## config.mk

```make
export PLATFORM = sky130hd
export DESIGN_NAME = sorted_priority_queue_unit
export DESIGN_NICKNAME = d
export VERILOG_FILES = /design/src/rtl/spq_pkg.sv /design/src/rtl/sorted_priority_queue_unit.sv /design/src/rtl/spq_mem.sv
export VERILOG_INCLUDE_DIRS = /design/src /design/src/rtl
export SDC_FILE = /design/constraint.sdc
export NUM_CORES = 2
export LEC_CHECK = 0
export BUFFER_PORTS_ARGS = -buffer_cell sky130_fd_sc_hd__buf_4
export CAP_MARGIN = 10
export CORE_MARGIN = 1
export CORE_UTILIZATION = 45
export CTS_CLUSTER_DIAMETER = 120
export DETAILED_ROUTE_END_ITERATION = 10
export HOLD_SLACK_MARGIN = 0.08
export PLACE_DENSITY = 0.57
export SLEW_MARGIN = 5
export SYNTH_ARGS = -nofsm -noshare
export SYNTH_HDL_FRONTEND = slang
export SYNTH_SLANG_ARGS = --single-unit
export TNS_END_PERCENT = 10
```

## constraint.sdc

```tcl
create_clock -name clk -period 12.5 [get_ports clk]
set_input_delay 0.625 -clock clk [delete_from_list [all_inputs] [get_ports clk]]
set_output_delay 0.625 -clock clk [all_outputs]
set_load 0.05 [all_outputs]
```

## src/rtl/sorted_priority_queue_unit_macros.svh

```systemverilog
// Assertion macros used by the sorted priority queue unit.
`ifndef SORTED_PRIORITY_QUEUE_UNIT_MACROS_SVH
`define SORTED_PRIORITY_QUEUE_UNIT_MACROS_SVH

`ifndef NO_ASSERTIONS
`define SPQ_ASSERT_SAME(label, clk, rst_n, ante, cons, msg) \
	label: assert property (@(posedge clk) disable iff (!rst_n) (ante) |-> (cons)) \
		else $error(msg);
`define SPQ_ASSERT_NEXT(label, clk, rst_n, ante, cons, msg) \
	label: assert property (@(posedge clk) disable iff (!rst_n) (ante) |=> (cons)) \
		else $error(msg);
`else
`define SPQ_ASSERT_SAME(label, clk, rst_n, ante, cons, msg)
`define SPQ_ASSERT_NEXT(label, clk, rst_n, ante, cons, msg)
`endif

`endif

```

## src/rtl/spq_pkg.sv

```systemverilog
// Types and codes of the sorted priority queue.
package spq_pkg;

	localparam int CNT_W = 5;

	localparam logic KIND_INSERT = 1'b0;
	localparam logic KIND_REMOVE = 1'b1;

	localparam logic [1:0] STAT_INSERTED = 2'd0;
	localparam logic [1:0] STAT_REMOVED  = 2'd1;
	localparam logic [1:0] STAT_EMPTY    = 2'd2;
	localparam logic [1:0] STAT_FULL     = 2'd3;

	typedef struct packed {
		logic               kind;
		logic signed [31:0] item_data;
		logic signed [31:0] item_priority;
	} request_t;

	typedef struct packed {
		logic [1:0]         status;
		logic signed [31:0] out_data;
		logic signed [31:0] out_priority;
		logic [CNT_W-1:0]   entry_count;
	} result_t;

	typedef struct packed {
		logic signed [31:0] prio;
		logic signed [31:0] data;
	} entry_t;

endpackage

```

## src/rtl/sorted_priority_queue_unit.sv

```systemverilog
// Sorted priority queue: a circular entry store kept in ascending priority order.
// A remove reads the front entry from the idle state and reports it from the pop state.
// An insert into an empty store is written directly from the idle state; otherwise each
// stored entry with a higher priority number moves up one place per cycle before the new entry is written.
// Rejected requests report in the cycle after acceptance; busy is low whenever idle.
// Reset empties the queue at once; the result strobe cannot be stalled by the receiver.
`include "sorted_priority_queue_unit_macros.svh"

module sorted_priority_queue_unit #(
	parameter int DEPTH = 16
) (
	input  logic              clk,
	input  logic              arst_n,
	input  logic              start,
	output logic              busy,
	input  spq_pkg::request_t request,
	output logic              done,
	output spq_pkg::result_t  result
);
	import spq_pkg::*;

	localparam int AW = $clog2(DEPTH);
	localparam int CW = $clog2(DEPTH + 1);
	localparam logic [AW-1:0] LAST = AW'(DEPTH - 1);

	localparam logic [1:0] ST_IDLE  = 2'd0;
	localparam logic [1:0] ST_SHIFT = 2'd1;
	localparam logic [1:0] ST_FINAL = 2'd2;
	localparam logic [1:0] ST_POP   = 2'd3;

	function automatic logic [AW-1:0] ptr_inc(input logic [AW-1:0] p);
		return (p == LAST) ? '0 : p + AW'(1);
	endfunction

	function automatic logic [AW-1:0] ptr_dec(input logic [AW-1:0] p);
		return (p == '0) ? LAST : p - AW'(1);
	endfunction

	logic [1:0]    state_q;
	logic [CW-1:0] count_q;
	logic [AW-1:0] head_q;
	logic          done_q;
	result_t       res_q;
	entry_t        new_q;
	logic [AW-1:0] rp_q;
	logic [AW-1:0] wp_q;
	logic [AW-1:0] left_q;

	logic          accept;
	logic          is_full;
	logic          is_empty;
	logic [AW:0]   tail_sum;
	logic [AW-1:0] tail;
	logic          greater;
	logic          mem_we;
	logic [AW-1:0] mem_waddr;
	entry_t        mem_wdata;
	logic [AW-1:0] mem_raddr;
	entry_t        mem_rdata;

	assign busy     = (state_q != ST_IDLE);
	assign accept   = start && !busy;
	assign is_full  = (count_q == CW'(DEPTH));
	assign is_empty = (count_q == '0);
	assign tail_sum = {1'b0, head_q} + (AW+1)'(count_q);
	assign tail     = (tail_sum >= (AW+1)'(DEPTH)) ? AW'(tail_sum - (AW+1)'(DEPTH))
		: tail_sum[AW-1:0];
	assign greater  = (mem_rdata.prio > new_q.prio);
	assign done     = done_q;
	assign result   = res_q;

	always_comb begin
		mem_we    = 1'b0;
		mem_waddr = wp_q;
		mem_wdata = new_q;
		mem_raddr = ptr_dec(rp_q);
		unique case (state_q)
			ST_IDLE: begin
				mem_raddr = (request.kind == KIND_REMOVE) ? head_q : ptr_dec(tail);
				if (accept && request.kind == KIND_INSERT && is_empty) begin
					mem_we    = 1'b1;
					mem_waddr = tail;
					mem_wdata = '{prio: request.item_priority, data: request.item_data};
				end
			end
			ST_SHIFT: begin
				mem_we = 1'b1;
				if (greater) begin
					mem_wdata = mem_rdata;
				end
			end
			ST_FINAL: begin
				mem_we = 1'b1;
			end
			ST_POP: begin
			end
			default: begin
			end
		endcase
	end

	spq_mem #(
		.DEPTH(DEPTH),
		.AW(AW)
	) u_mem (
		.clk(clk),
		.we(mem_we),
		.waddr(mem_waddr),
		.wdata(mem_wdata),
		.raddr(mem_raddr),
		.rdata(mem_rdata)
	);

	always_ff @(posedge clk or negedge arst_n) begin
		if (!arst_n) begin
			state_q <= ST_IDLE;
			count_q <= '0;
			head_q  <= '0;
			done_q  <= 1'b0;
		end else begin
			done_q <= 1'b0;
			unique case (state_q)
				ST_IDLE: begin
					if (accept) begin
						if (request.kind == KIND_INSERT) begin
							if (is_full) begin
								done_q <= 1'b1;
							end else if (is_empty) begin
								done_q  <= 1'b1;
								count_q <= count_q + CW'(1);
							end else begin
								state_q <= ST_SHIFT;
							end
						end else if (is_empty) begin
							done_q <= 1'b1;
						end else begin
							state_q <= ST_POP;
						end
					end
				end
				ST_SHIFT: begin
					if (!greater) begin
						done_q  <= 1'b1;
						count_q <= count_q + CW'(1);
						state_q <= ST_IDLE;
					end else if (left_q == '0) begin
						state_q <= ST_FINAL;
					end
				end
				ST_FINAL: begin
					done_q  <= 1'b1;
					count_q <= count_q + CW'(1);
					state_q <= ST_IDLE;
				end
				ST_POP: begin
					done_q  <= 1'b1;
					count_q <= count_q - CW'(1);
					head_q  <= ptr_inc(head_q);
					state_q <= ST_IDLE;
				end
				default: begin
					state_q <= ST_IDLE;
				end
			endcase
		end
	end

	always_ff @(posedge clk) begin
		unique case (state_q)
			ST_IDLE: begin
				if (accept) begin
					new_q  <= '{prio: request.item_priority, data: request.item_data};
					rp_q   <= ptr_dec(tail);
					wp_q   <= tail;
					left_q <= AW'(count_q - CW'(1));
					if (request.kind == KIND_INSERT) begin
						res_q <= '{status: is_full ? STAT_FULL : STAT_INSERTED,
							out_data: '0, out_priority: '0,
							entry_count: CNT_W'(is_full ? count_q : count_q + CW'(1))};
					end else begin
						res_q <= '{status: STAT_EMPTY, out_data: '0, out_priority: '0,
							entry_count: CNT_W'(count_q)};
					end
				end
			end
			ST_SHIFT: begin
				if (greater) begin
					wp_q   <= rp_q;
					rp_q   <= ptr_dec(rp_q);
					left_q <= left_q - AW'(1);
				end
				res_q.entry_count <= CNT_W'(count_q + CW'(1));
			end
			ST_FINAL: begin
				res_q.entry_count <= CNT_W'(count_q + CW'(1));
			end
			ST_POP: begin
				res_q <= '{status: STAT_REMOVED, out_data: mem_rdata.data,
					out_priority: mem_rdata.prio, entry_count: CNT_W'(count_q - CW'(1))};
			end
			default: begin
			end
		endcase
	end

	`SPQ_ASSERT_SAME(a_count_bound, clk, arst_n, 1'b1, count_q <= CW'(DEPTH), "count above depth")
	`SPQ_ASSERT_SAME(a_shift_not_full, clk, arst_n, state_q == ST_SHIFT, !is_full && !is_empty, "shift with full or empty store")
	`SPQ_ASSERT_NEXT(a_pop_entry, clk, arst_n, accept && request.kind == KIND_REMOVE && !is_empty, state_q == ST_POP, "remove did not start")
	`SPQ_ASSERT_NEXT(a_pop_result, clk, arst_n, state_q == ST_POP, done_q && res_q.status == STAT_REMOVED, "remove gave no result")

endmodule

```

## src/rtl/spq_mem.sv

```systemverilog
// Entry store: one write port and one registered read port.
module spq_mem #(
	parameter int DEPTH = 16,
	parameter int AW = 4
) (
	input  logic            clk,
	input  logic            we,
	input  logic [AW-1:0]   waddr,
	input  spq_pkg::entry_t wdata,
	input  logic [AW-1:0]   raddr,
	output spq_pkg::entry_t rdata
);
	import spq_pkg::*;

	entry_t mem [DEPTH];

	always_ff @(posedge clk) begin
		if (we) begin
			mem[waddr] <= wdata;
		end
	end

	always_ff @(posedge clk) begin
		rdata <= mem[raddr];
	end

endmodule
```

==> flow_summary_export.csv <==
group,metric,value,unit
status,status,"completed",
floorplan,start_util,45.6,%
routing,vias_per_cell,5.99,
routing,routed_wl,136000,µm
sta,period_needed,5410,ps
clock_tree,cts.hold.buffers_added,60,
hold_path,hold_class,"in -> reg",
final_layout,drive_above_1_share,12.0,%
setup_path,cp_max_fo,152,
synth,avgSynthCellArea,14.9,µm²
clock_tree,cts_root_buf,"clkbuf_16",
synth,synth_ff_type,"edfxtp_1",
routing,vias,30500,
sta,maxSlewHeadroom,17.1,%
sta,setup_slack,7090,ps
synth,ys_warn_count,0,
floorplan,die_w,335,µm
clock_tree,cts_tree,"yes",
global_routing,grt_pass1_vias,29600,
flow_run,maxCapViolCount,0,
synth,ys_seq_area_share,73.6,%
final_layout,fillers,8869,
clock_tree,clock_sinks,1247,
final_layout,stdcell_area,57600,µm²
clock_tree,cts_buffer_depth,3,
floorplan,ios,141,
final_layout,n_antenna_cell,0,
final_layout,final_cell_mix,"1171 x edfxtp_1, 520 x nand3_1, 265 x mux2i_1",
synth,synth-seq-cells,1247,
sta,maxClockFrequency,185,MHz
setup_path,critPathKind,"reg -> reg",
routing,drc,0,
synth,synth_area_leaders,"edfxtp_1 70%, mux2i_1 5.3%, nand3_1 5.2%",
place,placed_area,52600,µm²
setup_path,start_kind,"flop",
synth,synth_top_area_share,70.4,%
routing,dr_wl_met2,63200,µm
clock_tree,clock_latency,740,ps
routing,final_antenna_net_count,0,
routing,wire_per_inst,26.6,µm
synth,synthCells,3355,
floorplan,fp.dieH,335,µm
sta,period_share,43.3,%
routing,drtIter0Drc,2935,
synth,synth_nets,3470,
place,dpl_worst_slack,7030,ps
synth,syn_area,50000,µm²
synth,synth_top_cell_by_area,"edfxtp_1",
global_routing,grt_pass1_wl,197000,µm
routing,top_layer_used,"met5",
synth,synthArstFlopShare,0.962,%
place,place_inst,4785,
sta,rsz0062_at_grt,"no",
floorplan,rows,121,
clock_tree,clkSlewWorstSetupHoldPaths,60,ps
final_layout,fin_cells,5096,
place,gp_congestion,0.820,
floorplan,dieArea,112000,µm²
routing,wl_met3,10200,µm
place,buffer_ports.inserted,140,
global_routing,grt_max_degree,256,
clock_tree,cts_setup_buffers,0,
synth,synth_edf_count,1171,
global_routing,grt_usage,24.1,%
setup_path,endpoint_kind,"flop",
setup_path,arrival,6020,ps
global_routing,grt_overflow,0,
routing,first_pass_iters,6,
sta,worst_pin_slew,1240,ps
final_layout,finalNetCount,3622,
final_layout,final_common_cell,"edfxtp_1",
sta,setup_viol,0,
final_layout,area_growth,15.3,%
sta,finalMaxSlewViolations,0,
synth,synth.distinct_cells,57,
clock_tree,cts_resized,0,
sta,tns,0,ps
sta,finalHoldViolCount,0,
clock_tree,h-tree-depth,4,
clock_tree,cts_buffers,135,
global_routing,antenna_found_initial,4,
routing,wl_met1,58800,µm
place,hpwl,68600,µm
floorplan,core_area,109000,µm²
sta,finClkSkew,29.1,ps
setup_path,required,13110,ps
synth_stat cells, types with 35 or more instances:
cell type	instances
a21oi_1	83
mux2i_1	265
ha_1	46
a221o_1	53
edfxtp_1	1171
a22oi_1	140
dfxtp_1	64
nand2_1	201
nand3_1	521
inv_1	51
clkbuf_1	196
and2_1	66
buf_2	35
nor2_1	41
o211ai_1	260
stage by stage:
stage | hold slack [ps] | utilization, %
floorplan | 329 | -
global placement | 481 | 48.0
detailed placement | 486 | 48.0
CTS | 82.9 | 52.6
global route | 109 | 52.6
finish | 148 | 52.6
metal layers:
metal  global-route usage [%]  vias to the layer above
met1                     33.7                    15500
met5                        0                        -
met2                     38.2                     1299
met4                     7.09                        6
met3                     4.45                      235
li1                         -                    13500
cell families after synthesis:
family | after synthesis | synth area share (%)
compound gates | 607 | 8.88
xor+xnor | 16 | 0.281
fa+ha+maj | 47 | 1.19
buf+inv | 302 | 2.36
flops | 1247 | 73.6
mux | 267 | 5.35
simple gates | 869 | 8.39
flip-flops by register name (all words and copies together) (netlist names), 4 cells and up:
register / cells
u_mem.mem: 1024
new_q: 64
u_mem.rdata: 64
left_q: 4
wp_q: 4
head_q: 4
count_q: 5
result: 71
rp_q: 4
final timing paths:
path	start	to	slack [ps]	depth (start not counted)
min in group asynchronous	arst_n	state_q[0]$_DFFE_PN0P_	290	2
hold / removal	request[45]	new_q[13]$_DFFE_PP_	150	1
max in group asynchronous	arst_n	head_q[3]$_DFFE_PN0P_	12020	2
hold reg to reg	u_mem.rdata[8]$_DFF_P_	result[45]$_SDFFCE_PN0P_	550	1
setup reg to reg	count_q[0]$_DFFE_PN0P_	u_mem.rdata[19]$_DFF_P_	7090	14
setup / recovery	count_q[0]$_DFFE_PN0P_	u_mem.rdata[19]$_DFF_P_	7090	14
critical path, cell delays in order (launching register included):
cell      delay, ps
dfrtp_1         490
ha_1            280
fa_1            530
inv_1           100
ha_1            250
nand2_1          70
nor3_1          110
o21ai_4         210
buf_12          570
buf_4           900
buf_4           840
mux2i_1         260
o211ai_1        110
a22oi_1         270
nand2_1          90
area by class of cell:
cell class	instances	area, µm²	share of cell area (%)
tap	1476	1850	3.21
clock buffer	180	3740	6.48
inverter	52	196	0.341
sequential	1247	36700	63.8
timing repair buffer	265	2170	3.76
multi-input combinational	1806	12200	21.2
clock inverter	70	683	1.19
Power is left out: the tool's default activity adds up to more than one toggle a clock period on the data nets, which glitch-free logic cannot reach.
